[config.mk]
export PLATFORM = sky130hd
export DESIGN_NAME = resp_bulk_array_deframer_core
export DESIGN_NICKNAME = d
export VERILOG_FILES = /design/src/rbad_pkg.sv /design/src/resp_bulk_array_deframer_core.sv
export VERILOG_INCLUDE_DIRS = /design/src /design/src/src
export SDC_FILE = /design/constraint.sdc
export NUM_CORES = 1
export LEC_CHECK = 0
export ABC_AREA = 1
export BUFFER_PORTS_ARGS = -buffer_cell sky130_fd_sc_hd__buf_2
export CAP_MARGIN = 15
export CORE_MARGIN = 2
export CORE_UTILIZATION = 34
export CTS_CLUSTER_DIAMETER = 150
export CTS_CLUSTER_SIZE = 14
export DETAILED_ROUTE_END_ITERATION = 6
export GPL_TIMING_DRIVEN = 0
export PLACE_DENSITY = 0.54
export SLEW_MARGIN = 5
export SYNTH_ARGS = -nofsm -noshare
export SYNTH_HDL_FRONTEND = slang
export SYNTH_SLANG_ARGS = --single-unit
[constraint.sdc]
create_clock -name i_clk -period 4.9 [get_ports i_clk]
set_clock_uncertainty 0.05 [all_clocks]
set_input_delay 0.735 -clock i_clk [delete_from_list [all_inputs] [get_ports i_clk]]
set_output_delay 0.735 -clock i_clk [all_outputs]
set_load 0.1 [all_outputs]
[src/assert_macros.svh]
// Assertion helpers for the deframer core RTL.
`ifndef ASSERT_MACROS_SVH
`define ASSERT_MACROS_SVH

// Checks that a property holds at every clock edge outside reset.
`define ASSERT_CLK(lbl, clk, rst_n, prop, msg) \
    lbl: assert property (@(posedge clk) disable iff (!rst_n) (prop)) else $error(msg);

// Checks that a condition never holds at a clock edge outside reset.
`define ASSERT_NEVER(lbl, clk, rst_n, cond, msg) \
    lbl: assert property (@(posedge clk) disable iff (!rst_n) !(cond)) else $error(msg);

`endif

[src/rbad_pkg.sv]
`timescale 1ns / 1ps

package rbad_pkg;

    localparam int LENGTH_BITS_DEF = 32;
    localparam int COUNT_BITS_DEF  = 8;

    localparam int CFG_INDEX_W = 8;
    localparam int CFG_DATA_W  = 32;

    localparam logic [CFG_INDEX_W-1:0] CFG_MAX_ELEMENT_COUNT = 8'd0;
    localparam logic [CFG_INDEX_W-1:0] CFG_MAX_BULK_LENGTH   = 8'd1;

    localparam logic [7:0] MAX_COUNT_RESET  = 8'hFF;
    localparam logic [31:0] MAX_LENGTH_RESET = 32'hFFFF_FFFF;

    localparam logic [7:0] CHAR_STAR   = 8'h2A;
    localparam logic [7:0] CHAR_DOLLAR = 8'h24;
    localparam logic [7:0] CHAR_CR     = 8'h0D;
    localparam logic [7:0] CHAR_LF     = 8'h0A;
    localparam logic [7:0] CHAR_ZERO   = 8'h30;
    localparam logic [7:0] CHAR_NINE   = 8'h39;

    typedef enum logic [3:0] {
        PH_STAR    = 4'd0,
        PH_CNT_DIG = 4'd1,
        PH_CNT_LF  = 4'd2,
        PH_DOLLAR  = 4'd3,
        PH_LEN_DIG = 4'd4,
        PH_LEN_LF  = 4'd5,
        PH_DATA    = 4'd6,
        PH_DATA_CR = 4'd7,
        PH_DATA_LF = 4'd8
    } t_phase;

    typedef enum logic [1:0] {
        ROLE_METHOD = 2'd0,
        ROLE_PATH   = 2'd1,
        ROLE_BODY   = 2'd2
    } t_role;

    typedef enum logic [1:0] {
        STATUS_BUSY  = 2'd0,
        STATUS_DONE  = 2'd1,
        STATUS_ERROR = 2'd2
    } t_status;

endpackage

[src/resp_bulk_array_deframer_core.sv]
`timescale 1ns / 1ps
// Channel   Handshake                 Payload
// input     i_in_valid / o_in_ready   i_data_byte
// output    o_out_valid / i_out_ready o_payload_valid, o_payload_byte,
//                                     o_element_role, o_element_end, o_status
// config    i_cfg_valid / o_cfg_ready i_cfg_index, i_cfg_data
//
// One byte is accepted per cycle unless the output stalls; its word is registered.
// The parse state advances as a byte moves from the input register to the result register.
// The configuration port is always ready and a write takes effect at once.
// Reset is synchronous; it clears the parse state and the error and sets both limits to maximum.
// A stalled output holds both registers and the input ready falls only when both are full.

`include "assert_macros.svh"

module resp_bulk_array_deframer_core #(
    parameter int LENGTH_BITS = rbad_pkg::LENGTH_BITS_DEF,
    parameter int COUNT_BITS  = rbad_pkg::COUNT_BITS_DEF
) (
    input  logic                              i_clk,
    input  logic                              i_rst_n,

    input  logic                              i_in_valid,
    output logic                              o_in_ready,
    input  logic [7:0]                        i_data_byte,

    output logic                              o_out_valid,
    input  logic                              i_out_ready,
    output logic                              o_payload_valid,
    output logic [7:0]                        o_payload_byte,
    output logic [1:0]                        o_element_role,
    output logic                              o_element_end,
    output logic [1:0]                        o_status,

    input  logic                              i_cfg_valid,
    output logic                              o_cfg_ready,
    input  logic [rbad_pkg::CFG_INDEX_W-1:0]  i_cfg_index,
    input  logic [rbad_pkg::CFG_DATA_W-1:0]   i_cfg_data
);

    localparam int ACC_W  = (LENGTH_BITS > COUNT_BITS) ? LENGTH_BITS : COUNT_BITS;
    localparam int PROD_W = ACC_W + 4;
    localparam logic [ACC_W-1:0] COUNT_CAP = ACC_W'((64'd1 << COUNT_BITS) - 64'd1);
    localparam logic [31:0] LENGTH_CAP = 32'((64'd1 << LENGTH_BITS) - 64'd1);

    logic [7:0]             r_max_count;
    logic [31:0]            r_max_length;

    logic                   r_in_valid;
    logic [7:0]             r_in_byte;

    logic                   r_out_valid;
    logic                   r_payload_valid;
    logic [7:0]             r_payload_byte;
    logic [1:0]             r_element_role;
    logic                   r_element_end;
    logic [1:0]             r_status;

    rbad_pkg::t_phase       r_phase, n_phase;
    logic [COUNT_BITS-1:0]  r_elem_left, n_elem_left;
    logic [ACC_W-1:0]       r_acc, n_acc;
    logic                   r_digit_seen, n_digit_seen;
    logic [LENGTH_BITS-1:0] r_data_left, n_data_left;
    logic [1:0]             r_elem_num, n_elem_num;
    logic                   r_error, n_error;

    logic                   advance;
    logic                   step;
    logic                   fault;
    logic                   is_digit;
    logic [3:0]             digit;
    logic [PROD_W-1:0]      prod;
    logic [ACC_W-1:0]       count_lim;
    logic [31:0]            length_lim32;
    logic [ACC_W-1:0]       length_lim;
    logic [ACC_W-1:0]       lim;
    logic [LENGTH_BITS-1:0] data_left_dec;
    logic [COUNT_BITS-1:0]  elem_left_dec;

    logic                   n_payload_valid;
    logic [7:0]             n_payload_byte;
    logic [1:0]             n_element_role;
    logic                   n_element_end;
    logic [1:0]             n_status;

    assign advance     = !r_out_valid || i_out_ready;
    assign step        = advance && r_in_valid;
    assign o_in_ready  = !r_in_valid || advance;
    assign o_cfg_ready = 1'b1;

    assign o_out_valid     = r_out_valid;
    assign o_payload_valid = r_payload_valid;
    assign o_payload_byte  = r_payload_byte;
    assign o_element_role  = r_element_role;
    assign o_element_end   = r_element_end;
    assign o_status        = r_status;

    assign is_digit = (r_in_byte >= rbad_pkg::CHAR_ZERO) && (r_in_byte <= rbad_pkg::CHAR_NINE);
    assign digit    = 4'(r_in_byte - rbad_pkg::CHAR_ZERO);
    assign prod     = {1'b0, r_acc, 3'b000} + {3'b000, r_acc, 1'b0}
                    + {{ACC_W{1'b0}}, digit};

    assign count_lim    = ({{(ACC_W-8){1'b0}}, r_max_count} < COUNT_CAP)
                        ? {{(ACC_W-8){1'b0}}, r_max_count} : COUNT_CAP;
    assign length_lim32 = (r_max_length < LENGTH_CAP) ? r_max_length : LENGTH_CAP;
    assign length_lim   = ACC_W'(length_lim32);
    assign lim          = (r_phase == rbad_pkg::PH_CNT_DIG) ? count_lim : length_lim;

    assign data_left_dec = r_data_left - LENGTH_BITS'(1);
    assign elem_left_dec = r_elem_left - COUNT_BITS'(1);

    // Next parse state for the byte in the input register.
    always_comb begin
        n_phase      = r_phase;
        n_elem_left  = r_elem_left;
        n_acc        = r_acc;
        n_digit_seen = r_digit_seen;
        n_data_left  = r_data_left;
        n_elem_num   = r_elem_num;
        fault        = 1'b0;
        if (!r_error) begin
            case (r_phase)
                rbad_pkg::PH_STAR, rbad_pkg::PH_DOLLAR: begin
                    if ((r_phase == rbad_pkg::PH_STAR && r_in_byte == rbad_pkg::CHAR_STAR) ||
                        (r_phase == rbad_pkg::PH_DOLLAR &&
                         r_in_byte == rbad_pkg::CHAR_DOLLAR)) begin
                        n_acc        = '0;
                        n_digit_seen = 1'b0;
                        n_phase      = (r_phase == rbad_pkg::PH_STAR) ? rbad_pkg::PH_CNT_DIG
                                                                      : rbad_pkg::PH_LEN_DIG;
                    end else begin
                        fault = 1'b1;
                    end
                end
                rbad_pkg::PH_CNT_DIG, rbad_pkg::PH_LEN_DIG: begin
                    if (is_digit) begin
                        if (prod > {4'b0000, lim}) begin
                            fault = 1'b1;
                        end else begin
                            n_acc        = ACC_W'(prod);
                            n_digit_seen = 1'b1;
                        end
                    end else if (r_in_byte == rbad_pkg::CHAR_CR && r_digit_seen) begin
                        n_phase = (r_phase == rbad_pkg::PH_CNT_DIG) ? rbad_pkg::PH_CNT_LF
                                                                    : rbad_pkg::PH_LEN_LF;
                    end else begin
                        fault = 1'b1;
                    end
                end
                rbad_pkg::PH_CNT_LF: begin
                    if (r_in_byte != rbad_pkg::CHAR_LF || r_acc == '0) begin
                        fault = 1'b1;
                    end else begin
                        n_elem_left = COUNT_BITS'(r_acc);
                        n_elem_num  = rbad_pkg::ROLE_METHOD;
                        n_phase     = rbad_pkg::PH_DOLLAR;
                    end
                end
                rbad_pkg::PH_LEN_LF: begin
                    if (r_in_byte != rbad_pkg::CHAR_LF) begin
                        fault = 1'b1;
                    end else begin
                        n_data_left = LENGTH_BITS'(r_acc);
                        n_phase     = (r_acc != '0) ? rbad_pkg::PH_DATA : rbad_pkg::PH_DATA_CR;
                    end
                end
                rbad_pkg::PH_DATA: begin
                    n_data_left = data_left_dec;
                    if (data_left_dec == '0) begin
                        n_phase = rbad_pkg::PH_DATA_CR;
                    end
                end
                rbad_pkg::PH_DATA_CR: begin
                    if (r_in_byte == rbad_pkg::CHAR_CR) begin
                        n_phase = rbad_pkg::PH_DATA_LF;
                    end else begin
                        fault = 1'b1;
                    end
                end
                rbad_pkg::PH_DATA_LF: begin
                    if (r_in_byte != rbad_pkg::CHAR_LF) begin
                        fault = 1'b1;
                    end else begin
                        if (r_elem_num != rbad_pkg::ROLE_BODY) begin
                            n_elem_num = r_elem_num + 2'd1;
                        end
                        n_elem_left = elem_left_dec;
                        n_phase     = (elem_left_dec == '0) ? rbad_pkg::PH_STAR
                                                            : rbad_pkg::PH_DOLLAR;
                    end
                end
                default: begin
                    fault = 1'b1;
                end
            endcase
        end
        n_error = r_error || fault;
    end

    // Result word for the byte in the input register.
    always_comb begin
        n_payload_valid = 1'b0;
        n_payload_byte  = 8'h00;
        n_element_role  = rbad_pkg::ROLE_METHOD;
        n_element_end   = 1'b0;
        n_status        = rbad_pkg::STATUS_BUSY;
        if (n_error) begin
            n_status = rbad_pkg::STATUS_ERROR;
        end else begin
            case (r_phase)
                rbad_pkg::PH_DATA: begin
                    n_payload_valid = 1'b1;
                    n_payload_byte  = r_in_byte;
                    n_element_role  = r_elem_num;
                end
                rbad_pkg::PH_DATA_LF: begin
                    n_element_end  = 1'b1;
                    n_element_role = r_elem_num;
                    if (elem_left_dec == '0) begin
                        n_status = rbad_pkg::STATUS_DONE;
                    end
                end
                default: begin
                    n_status = rbad_pkg::STATUS_BUSY;
                end
            endcase
        end
    end

    always_ff @(posedge i_clk) begin
        if (!i_rst_n) begin
            r_max_count  <= rbad_pkg::MAX_COUNT_RESET;
            r_max_length <= rbad_pkg::MAX_LENGTH_RESET;
        end else if (i_cfg_valid) begin
            if (i_cfg_index == rbad_pkg::CFG_MAX_ELEMENT_COUNT) begin
                r_max_count <= i_cfg_data[7:0];
            end else if (i_cfg_index == rbad_pkg::CFG_MAX_BULK_LENGTH) begin
                r_max_length <= i_cfg_data[31:0];
            end
        end
    end

    always_ff @(posedge i_clk) begin
        if (!i_rst_n) begin
            r_in_valid   <= 1'b0;
            r_out_valid  <= 1'b0;
            r_phase      <= rbad_pkg::PH_STAR;
            r_elem_left  <= '0;
            r_acc        <= '0;
            r_digit_seen <= 1'b0;
            r_data_left  <= '0;
            r_elem_num   <= rbad_pkg::ROLE_METHOD;
            r_error      <= 1'b0;
        end else begin
            if (o_in_ready) begin
                r_in_valid <= i_in_valid;
            end
            if (advance) begin
                r_out_valid <= r_in_valid;
            end
            if (step) begin
                r_phase      <= n_phase;
                r_elem_left  <= n_elem_left;
                r_acc        <= n_acc;
                r_digit_seen <= n_digit_seen;
                r_data_left  <= n_data_left;
                r_elem_num   <= n_elem_num;
                r_error      <= n_error;
            end
        end
    end

    always_ff @(posedge i_clk) begin
        if (i_in_valid && o_in_ready) begin
            r_in_byte <= i_data_byte;
        end
        if (step) begin
            r_payload_valid <= n_payload_valid;
            r_payload_byte  <= n_payload_byte;
            r_element_role  <= n_element_role;
            r_element_end   <= n_element_end;
            r_status        <= n_status;
        end
    end

    `ASSERT_CLK(a_error_sticky, i_clk, i_rst_n, r_error |=> r_error,
                "Error flag cleared without reset")
    `ASSERT_CLK(a_error_word, i_clk, i_rst_n,
                (step && r_error) |=> (o_status == rbad_pkg::STATUS_ERROR),
                "Word after error is not flagged")
    `ASSERT_NEVER(a_error_quiet, i_clk, i_rst_n,
                  r_out_valid && r_status == rbad_pkg::STATUS_ERROR &&
                  (r_payload_valid || r_element_end),
                  "Error word carries data")
    `ASSERT_NEVER(a_done_on_end, i_clk, i_rst_n,
                  r_out_valid && r_status == rbad_pkg::STATUS_DONE && !r_element_end,
                  "Request complete away from an element end")

endmodule

==> metrics.md, run 1 <==
| Metric | Value |
|---|---|
| Sequential share of power | 0.462 |
| Port bufs | 67 |
| Netlist cell types | 46 |
| FFs w/ async S/R, synth | 0 |
| Routability cong. | 0.903 |
| Post-route cell area | 12100 sq um |
| DRT antenna net count | 0 |
| Max-Cap Viols | 0 |
| Max incr delay on CP | 0.50 ns |
| Power per Cell Area | roughly 220 nW/um^2 |
| Crit Path Max Fanout | 8 |
| Number of global-route vias before repair | 10200 |
| Clk sink count | 144 |
| Initial core utilization | 0.347 |
| Int Power | 0.00192 W |
| Die height | 181 um |
| Core Area | 30800 sq um |
| Vias/cell | roughly 5.0 |
| Drt initial violations | 714 |
| Fin nets | 1871 |
| Most common cell in the netlist | nand2_1 |
| Tightest Pin Transition | 0.833 ns |
| Setup slack, reg-to-reg | 0.35 ns |
| Worst r2r path cells | 29 |
| Hold_buf cts | 0 |
| Clock Power Share | 0.486 |
| Status | finished, final reports clean |
| CTS tree | done |
| CTS root buf | clkbuf_16 |
| Logic pwr share | 0.052 |
| WL/cell | 14.8 um |
| Diode count | 0 |
| GR Overflow Total | 0 |
| Vias post-DR | 10600 |
| Clk_lat worst skew | ~0.44 ns |
| Pre-Repair DR Iteration Count | 6 |
| Max Slew Vio Count | 0 |
| Initial antenna violation count | 0 |
| Count of final hold-check violations | 0 |
| Layout cell share with drive strength beyond 1 | 0.0896 |
| WL final | 31400 um |
| Pin count of the biggest net entering global routing | 18 |
| Critical path class | reg -> reg |
| Clk slew on worst S/H paths | 0.07 ns |
| Net Switching | a little over 0.0007 W |
| Final period util | 0.928 |
| Slew headroom | 0.445 |
| Post-DP HPWL | 25100 um |
| Switching part of the total | 0.269 |
| Synth area leaders | dfxtp_1 (23%), nand2_1 (17%), ha_1 (12%), nor2_1 (6.9%), inv_1 (6.7%) |
| VDD IR-drop max | 0.000234 V |
| Worst r2r src | r_in_byte[3] |
| Worst Path Arrival | 4.69 ns |
| Hold Path Origin | r_max_count[6] |
| Fillers | 3304 |
| Post-route setup TNS | 0 ns |
| Clock Tree Buf Depth | 2 |
| Area growth from synthesis to final layout | 13.4% |
| Post-Place Cell Area | 11500 sq um |
| Global Route Usage Sum | 0.192 |
| Total CTS buffers | 17 |
| CP startpoint kind | flop |
| CTS H-tree depth | 4 |
| Average cell area after synthesis | 6.58 sq um |
| F_max | around 0.22 GHz |
| Crit-path most repeated cell | nand2_1 |
| Synth warn | 0 |
| Minimum clock period | 4.55 ns |
| Syn_nets | 1783 |
| FF+latch count, synth | 144 |
| Site Rows | 64 |
| I/O pins | 70 |
| WP data required | 5.04 ns |
| Post-synth top cells | nand2_1 (474), nor2_1 (197), inv_1 (192), a21oi_1 (123), dfxtp_1 (122) |
| Worst Hold End | r_max_count[6] |
| Number of enable flip-flop cells after synthesis | 22 |
| Hold depth | 2 |
| Post-synthesis sequential area ratio | 0.290 |
| CP Capture Type | flop |
| Crit path max-delay cell type | fa_1 |
| Top cell type's share of synthesized area | 0.228 |
| Final Setup Violations | 0 |
| First-pass GRT wire length | 50800 um |
| Leading area contributor after synthesis | dfxtp_1 |
| Synthesized instance count | 1628 |
| Cell leakage power | 6.42 nW |
| DRC viols | 0 |
| Worst R2R End | o_payload_byte[5] |
| Die ar. | roughly 33000 sq um |
| Horiz. Die Dim | 181 um |
| Post-Syn Area | 10700 sq um |
| Top FF cell, synth | dfxtp_1 |
| Hold Path Class | reg -> reg |
-- routing by layer --
layer	track usage	vias up	part of all wire
li1	-	5491	-
met1	0.254	4795	0.48
met2	0.327	228	0.46
met3	0.0257	43	0.039
met4	0.0537	0	0.019
met5	0	-	0
-- placed cells by master, fill, tap and decap left out, drive strengths merged, types with 5 or more instances in the layout --
master,count
nand2,485
inv,208
nor2,200
a21oi,124
dfxtp,122
nand3,104
ha,100
buf,88
clkbuf,51
o21ai,43
xor2,41
nor3,25
edfxtp,22
a221oi,18
o211ai,16
nand4,12
xnor2,11
a211oi,8
nor4,8
mux2i,8
nand3b,5
a31oi,5
-- power groups by stage --
stage | combinational (W) | clock (W) | sequential (W)
6_report | 0.000137 | 0.00128 | 0.00122
5_1_grt | 0.000150 | 0.00134 | 0.00122
4_1_cts | 0.000137 | 0.00130 | 0.00122
3_5_place_dp | 0.000137 | 0 | 0.00124
3_3_place_gp | 0.000135 | 0 | 0.00124
2_1_floorplan | 0.0000568 | 0 | 0.00127
-- registers in the layout, indices dropped and copies added (netlist names), 4 cells and up --
signal          count
r_data_left        32
r_acc              32
r_max_count         8
r_elem_left         8
r_max_length       32
r_in_byte           8
o_payload_byte      8
r_phase             4
-- layout make-up --
| class | instances | area, sq um | area share |
|---|---|---|---|
| buffer | 52 | 234 | 0.0193 |
| clock buffer | 18 | 439 | 0.0362 |
| clock inverter | 14 | 123 | 0.0101 |
| inverter | 200 | 751 | 0.0618 |
| multi-input combinational | 1232 | 6640 | 0.547 |
| sequential | 144 | 3110 | 0.256 |
| tap | 396 | 495 | 0.0408 |
| timing repair buffer | 69 | 350 | 0.0288 |
-- worst max-delay path by stage --
| stage | slack (ns) | endpoint | cells after the start | startpoint |
|---|---|---|---|---|
| 3_5_place_dp | 0.08 | o_payload_byte[5] | 30 | r_acc[2] |
| 6_report | 0.35 | o_payload_byte[5] | 29 | r_in_byte[3] |
| 5_1_grt | -0.02 | o_payload_byte[0] | 30 | r_in_byte[3] |
| 4_1_cts | 0.06 | o_payload_byte[5] | 30 | r_acc[2] |
| 2_1_floorplan | 1.03 | o_payload_byte[0] | 29 | r_in_byte[3] |
| 3_3_place_gp | 0.11 | o_element_role[1] | 22 | r_acc[2] |
-- worst max-delay path, delay by kind of cell (launching register included) --
family | cells | cell delay (ns)
xor gates and xnor gates | 1 | 0.20
adders and majority gates | 3 | 1.30
buffers and inverters | 2 | 0.21
DFF | 1 | 0.44
and+or+nand+nor | 23 | 2.08
-- cell families after synthesis --
logic type	count (synthesis)	share of synthesized area
flip-flops	144	0.290
multiplexers	8	0.00748
other	1	0.000350
adder cells (fa/ha/maj)	102	0.121
XOR/XNOR	52	0.0425
AO/OA/AOI/OAI	225	0.122
buffers and inverters	252	0.0920
AND/OR/NAND/NOR	844	0.325
-- what timing repair did --
item	4_1_cts	5_1_grt
endpoints found under the hold margin	0	0
setup endpoints to repair	0	46
gates resized for setup	0	9
setup buffers	0	2
-- metrics by stage --
stage	worst slack (ns)	hold WS, ns	power [W]	instances	util
2_1_floorplan	1.03	0.389	0.00133	1628	-
6_report	0.351	0.426	0.00263	2125	0.394
5_1_grt	-0.0239	0.412	0.00271	2125	0.394
3_3_place_gp	0.109	0.406	0.00138	2091	0.374
4_1_cts	0.0610	0.413	0.00265	2123	0.392
3_5_place_dp	0.0757	0.411	0.00138	2091	0.374
No activity file was read; power rests on OpenSTA's default activity.
==> inputs of run 2 (changes only) <==
==> constraint.sdc (replaced) <==
create_clock -name i_clk -period 4.9 [get_ports i_clk]
set_clock_uncertainty 0.05 [all_clocks]
set_input_delay 0.245 -clock i_clk [delete_from_list [all_inputs] [get_ports i_clk]]
set_output_delay 0.245 -clock i_clk [all_outputs]
set_load 0.1 [all_outputs]
==> run 2 against run 1 <==
Against the previous run:
- worst setup slack better by 0.00095 ns
- first-iteration DRC count fell by 0.14%
- die area stayed put
- total power rose by 0.68%
- via count up 1.5%
- non-clock buffer count is 32 higher
- cell count grew 1.5%
- critical path depth unchanged
- global-route usage is 0.17 points higher
- design area is 2.6% higher
- critical endpoint unchanged
- largest cell class unchanged
==> metrics.md, run 2 (synthesized netlist as in run 1, its figures left out) <==
| Metric | Value |
|---|---|
| Hold Path Class | in -> reg |
| CTS H-tree depth | 4 (unchanged) |
| Site Rows | 64 (unchanged) |
| Top Family by Delay on Critical Path | simple AND/OR/NAND/NOR gates |
| Final period util | 0.928 (about the same) |
| CTS tree | done |
| Port bufs | 67 (unchanged) |
| Crit path max-delay cell type | fa_1 |
| Initial core utilization | 0.347 (unchanged) |
| Routability cong. | 0.903 (unchanged) |
| Pin count of the biggest net entering global routing | 18 (unchanged) |
| Max incr delay on CP | 0.50 ns (about the same) |
| Crit Path Max Fanout | 8 (unchanged) |
| GR Overflow Total | 0 (unchanged) |
| Pre-Repair DR Iteration Count | 6 (unchanged) |
| Minimum clock period | 4.55 ns (-0.000951 ns) |
| Worst hold slack | 0.0370 ns (-0.389 ns) |
| DRC viols | 0 (unchanged) |
| Cell leakage power | 6.55 nW (+2.1%) |
| Count of final hold-check violations | 0 (unchanged) |
| Horiz. Die Dim | 181 um (unchanged) |
| Clk slew on worst S/H paths | 0.07 ns (about the same) |
| Die height | 181 um (unchanged) |
| Global Route Usage Sum | 0.194 (+0.00172) |
| Switching part of the total | 0.267 (-0.00137) |
| Vias/cell | 4.97 (about the same) |
| First-pass GRT wire length | 51300 um (+1.0%) |
| WL/cell | 14.7 um (-0.58%) |
| Critical path class | reg -> reg |
| Slew headroom | 0.449 (+0.00395) |
| Largest registers | r_acc (32), r_data_left (32), r_max_length (32) |
| Logic pwr share | 0.059 (+0.007) |
| Area growth from synthesis to final layout | 16.4% |
| # placed instances | 2091 (unchanged) |
| Vias post-DR | 10700 (+1.5%) |
| Core Area | 30800 sq um (unchanged) |
| F_max | 0.220 GHz (about the same) |
| Clock Power Share | 0.482 (-0.004) |
| Final Setup Violations | 0 (unchanged) |
| Crit path buffers/inverters | 2 (unchanged) |
| Worst Path Arrival | 4.69 ns (about the same) |
| Clk_lat worst skew | 0.43 ns (about the same) |
| CP startpoint kind | flop |
| Total CTS buffers | 17 (unchanged) |
| Die ar. | 32900 sq um (unchanged) |
| Final Non-Filler Cells | 2157 (+1.5%) |
| Initial antenna violation count | 0 (unchanged) |
| Post-DP HPWL | 25100 um (unchanged) |
| Number of global-route vias before repair | 10300 (+1.6%) |
| I/O pins | 70 (unchanged) |
| Crit-path most repeated cell | nand2_1 |
| Commonest cells after routing, fill and taps aside | nand2_1 (474), nor2_1 (197), inv_1 (192) |
| Clock Tree Buf Depth | 2 (unchanged) |
| Max-Cap Viols | 0 (unchanged) |
| VDD IR-drop max | 0.000232 V (-0.99%) |
| Setup slack, reg-to-reg | 0.35 ns (about the same) |
| Clk sink count | 144 (unchanged) |
| Fin nets | 1903 (+1.7%) |
| Status | finished, final reports clean |
| WL final | 31700 um (+0.92%) |
| Most common cell after layout, fill and taps aside | nand2_1 |
| CTS root buf | clkbuf_16 |
| WP data required | 5.04 ns (about the same) |
| Max Slew Vio Count | 0 (unchanged) |
| Tightest Pin Transition | 0.827 ns (-0.00593 ns) |
| Sequential share of power | 0.459 (-0.003) |
| Diode count | 0 (unchanged) |
| DRT antenna net count | 0 (unchanged) |
| Drt initial violations | 713 (-0.14%) |
| Layout cell share with drive strength beyond 1 | 0.0880 (-0.00163) |
| Int Power | 0.00194 W (+0.87%) |
| Power per Cell Area | 212 nW/um^2 (-1.9%) |
| Net Switching | 0.000708 W (+0.17%) |
| CP Capture Type | flop |
run 2: cell count changes in the layout (fill, tap and decap cells not counted):
cell	change
dlygate4sd3_1	+32
run 2: path summary, 6_finish.rpt:
| check | to | depth (start not counted) | startpoint |
|---|---|---|---|
| max | o_payload_byte[5] | 29 | r_in_byte[3] |
| min | r_in_valid | 3 | i_in_valid |
| max reg2reg | o_payload_byte[5] | 29 | r_in_byte[3] |
| min reg2reg | r_max_count[6] | 2 | r_max_count[6] |
run 2: through the flow:
step	instance area [sq um]	setup TNS [ns]	util	worst slack [ns]	total power [W]
floorplan	10700	0	-	1.03	0.00133
global placement	11500	0	0.374	0.109	0.00138
detailed placement	11500	0	0.374	0.0757	0.00138
CTS	12400	0	0.403	0.0610	0.00267
global route	12500	-0.128	0.404	-0.0239	0.00273
finish	12500	0	0.404	0.352	0.00265
run 2: what timing repair did:
action | 4_1_cts | 5_1_grt
setup endpoints to repair | 0 | 46
gates resized for setup | 0 | 9
hold endpoints to repair | 32 | 0
buffers inserted | 0 | 2
hold buffers | 32 | 0
run 2: worst reg2reg max path, delay by kind of cell (launching register included):
family | cells | cell delay (ns)
and+or+nand+nor | 23 | 2.09
adders and majority gates | 3 | 1.30
DFF | 1 | 0.43
buffers and inverters | 2 | 0.21
xor gates and xnor gates | 1 | 0.21
run 2: final cells by class:
class	instances	area, sq um
inverter	200	751
sequential	144	3110
buffer	52	234
multi-input combinational	1232	6640
clock inverter	14	123
tap	396	495
clock buffer	18	439
timing repair buffer	101	671
fill	3269	18400
run 2: routing by layer:
metal	up-vias	GRT usage	share of wire
li1	5548	-	-
met1	4896	0.254	0.48
met2	234	0.333	0.47
met3	38	0.0257	0.037
met4	0	0.0537	0.018
met5	-	0	0
run 2: power by group through the flow:
stage / logic (W) / clock network [W] / registers, W
2_1_floorplan: 0.0000568 / 0 / 0.00127
3_3_place_gp: 0.000135 / 0 / 0.00124
3_5_place_dp: 0.000137 / 0 / 0.00124
4_1_cts: 0.000156 / 0.00130 / 0.00122
5_1_grt: 0.000171 / 0.00134 / 0.00122
6_report: 0.000157 / 0.00128 / 0.00122
==> inputs of run 3 (changes only) <==
RECOVER_POWER = 50   (was not set)
==> run 3 against run 2 <==
Against the previous run:
- critical path depth stayed put
- via count is 0.15% lower
- global-route usage stayed put
- critical path type unchanged
- largest power group unchanged
- highest routed layer unchanged
==> metrics.md, run 3 (synthesized netlist as in run 1, its figures left out) <==
| Metric | Value |
|---|---|
| Clk_lat worst skew | 0.44 ns (about the same) |
| Clock Tree Buf Depth | 2 (unchanged) |
| Number of global-route vias before repair | 10300 (unchanged) |
| Sequential share of power | 0.459 (about the same) |
| Logic pwr share | 0.059 (about the same) |
| Post-route setup TNS | 0 ns (unchanged) |
| GR Overflow Total | 0 (unchanged) |
| Minimum clock period | 4.55 ns (-0.0000530 ns) |
| Tightest Pin Transition | 1.19 ns (+0.361 ns) |
| Power per Cell Area | 213 nW/um^2 (+0.30%) |
| First-pass GRT wire length | 51300 um (unchanged) |
| Multi-input gate area in the final layout | 6640 sq um (unchanged) |
| Crit Path Max Fanout | 8 (unchanged) |
| Layout cell share with drive strength beyond 1 | 0.0772 (-0.0108) |
| Worst Path Arrival | 4.69 ns (about the same) |
| Clk slew on worst S/H paths | 0.07 ns (about the same) |
| Site Rows | 64 (unchanged) |
| Drt initial violations | 716 (+0.42%) |
| Global Route Usage Sum | 0.194 (unchanged) |
| Most common cell after layout, fill and taps aside | nand2_1 |
| WL/cell | 14.7 um (about the same) |
| CTS H-tree depth | 4 (unchanged) |
| Status | finished, final reports clean |
| Clock Power Share | 0.483 (about the same) |
| Core Area | 30800 sq um (unchanged) |
| Slew headroom | 0.211 (-0.238) |
| Initial core utilization | 0.347 (unchanged) |
| Hold Path Class | in -> reg |
| DRC viols | 0 (unchanged) |
| # placed instances | 2091 (unchanged) |
| Max Slew Vio Count | 0 (unchanged) |
| Fillers | 3281 (+0.37%) |
| Int Power | 0.00194 W (-0.11%) |
| Max-Cap Viols | 0 (unchanged) |
| Vias/cell | 4.96 (-0.15%) |
| Largest registers | r_acc (32), r_data_left (32), r_max_length (32) |
| Fin nets | 1903 (unchanged) |
| CP startpoint kind | flop |
| Pre-Repair DR Iteration Count | 6 (unchanged) |
| Count of final hold-check violations | 0 (unchanged) |
| F_max | 0.220 GHz (about the same) |
| WP data required | 5.05 ns (about the same) |
| WL final | 31700 um (about the same) |
| Final Setup Violations | 0 (unchanged) |
| CTS tree | done |
| Max incr delay on CP | 0.50 ns (about the same) |
| Die ar. | 32900 sq um (unchanged) |
| I/O pins | 70 (unchanged) |
| Clk sink count | 144 (unchanged) |
| Routability cong. | 0.903 (unchanged) |
| Switching part of the total | 0.269 (+0.00153) |
| Commonest cells after routing, fill and taps aside | nand2_1 (474), nor2_1 (197), inv_1 (193) |
| Critical path class | reg -> reg |
| Final period util | 0.928 (about the same) |
| Initial antenna violation count | 0 (unchanged) |
| Pin count of the biggest net entering global routing | 18 (unchanged) |
| Final Non-Filler Cells | 2157 (unchanged) |
| Total CTS buffers | 17 (unchanged) |
| VDD IR-drop max | 0.000238 V (+2.7%) |
| CTS root buf | clkbuf_16 |
| Area growth from synthesis to final layout | 16.2% |
| Net Switching | 0.000713 W (+0.68%) |
| CP Capture Type | flop |
| Crit path max-delay cell type | fa_1 |
| Post-DP HPWL | 25100 um (unchanged) |
| Horiz. Die Dim | 181 um (unchanged) |
| Diode count | 0 (unchanged) |
| Sequential cell area | 3110 sq um (unchanged) |
| Crit-path most repeated cell | nand2_1 |
| DRT antenna net count | 0 (unchanged) |
| Cell leakage power | 6.51 nW (-0.74%) |
| Die height | 181 um (unchanged) |
| Port bufs | 67 (unchanged) |
| Vias post-DR | 10700 (-0.15%) |
[run 3: cell types whose count changed in the layout (fill, tap and decap cells not counted)]
cell / delta
buf_1: -1
buf_4: -1
inv_2: -1
inv_1: +1
clkbuf_1: +19
buf_2: -17
[run 3: what timing repair did]
action                     in CTS  in global routing
hold endpoints to repair       32                  0
hold buffers                   32                  0
setup endpoints to repair       0                 46
gates resized for setup         0                  9
setup buffers                   0                  2
[run 3: power by group through the flow]
stage               combinational (W)  clock (W)  sequential (W)
floorplan                   0.0000568          0         0.00127
global placement             0.000135          0         0.00124
detailed placement           0.000137          0         0.00124
CTS                          0.000156    0.00130         0.00122
global route                 0.000169    0.00134         0.00122
finish                       0.000156    0.00128         0.00122
[run 3: routing by layer]
layer	wire length, um	share of wire	track usage	up-vias
met4	638	0.020	0.0537	0
met2	14800	0.47	0.333	229
met1	15100	0.48	0.254	4880
li1	-	-	-	5545
met3	1170	0.037	0.0257	46
met5	0	0	0	-
[run 3: worst max-delay path: cells and delay by family, from the launching register on]
kind / cells / cell delay (ns)
flops: 1 / 0.43
fa+ha+maj: 3 / 1.30
xor+xnor: 1 / 0.21
simple gates: 23 / 2.09
buf+inv: 2 / 0.21
[run 3: final timing paths]
path                        from                 to  slack (ns)  depth (start not counted)
hold / removal        i_in_valid         r_in_valid        0.03                          3
setup / recovery    r_in_byte[3]  o_payload_byte[5]        0.35                         29
hold reg to reg   r_max_count[6]     r_max_count[6]        0.43                          2
setup reg to reg    r_in_byte[3]  o_payload_byte[5]        0.35                         29
[run 3: area by class of cell]
type | instances | area share
Multi-Input combinational cell | 1232 | 0.534
Sequential cell | 144 | 0.250
Inverter | 200 | 0.0604
Timing Repair Buffer | 101 | 0.0520
Tap cell | 396 | 0.0398
Clock buffer | 18 | 0.0353
Buffer | 52 | 0.0187
Clock inverter | 14 | 0.00986
[run 3: per-stage QoR]
stage          setup WS (ns)  power, W  instance area [sq um]   util  hold WS [ns]
2_1_floorplan           1.03   0.00133                  10700      -         0.294
5_1_grt              -0.0228   0.00273                  12400  0.403        0.0519
4_1_cts               0.0610   0.00267                  12400  0.403        0.0317
3_5_place_dp          0.0757   0.00138                  11500  0.374         0.374
6_report               0.352   0.00265                  12400  0.403        0.0316
3_3_place_gp           0.109   0.00138                  11500  0.374         0.373
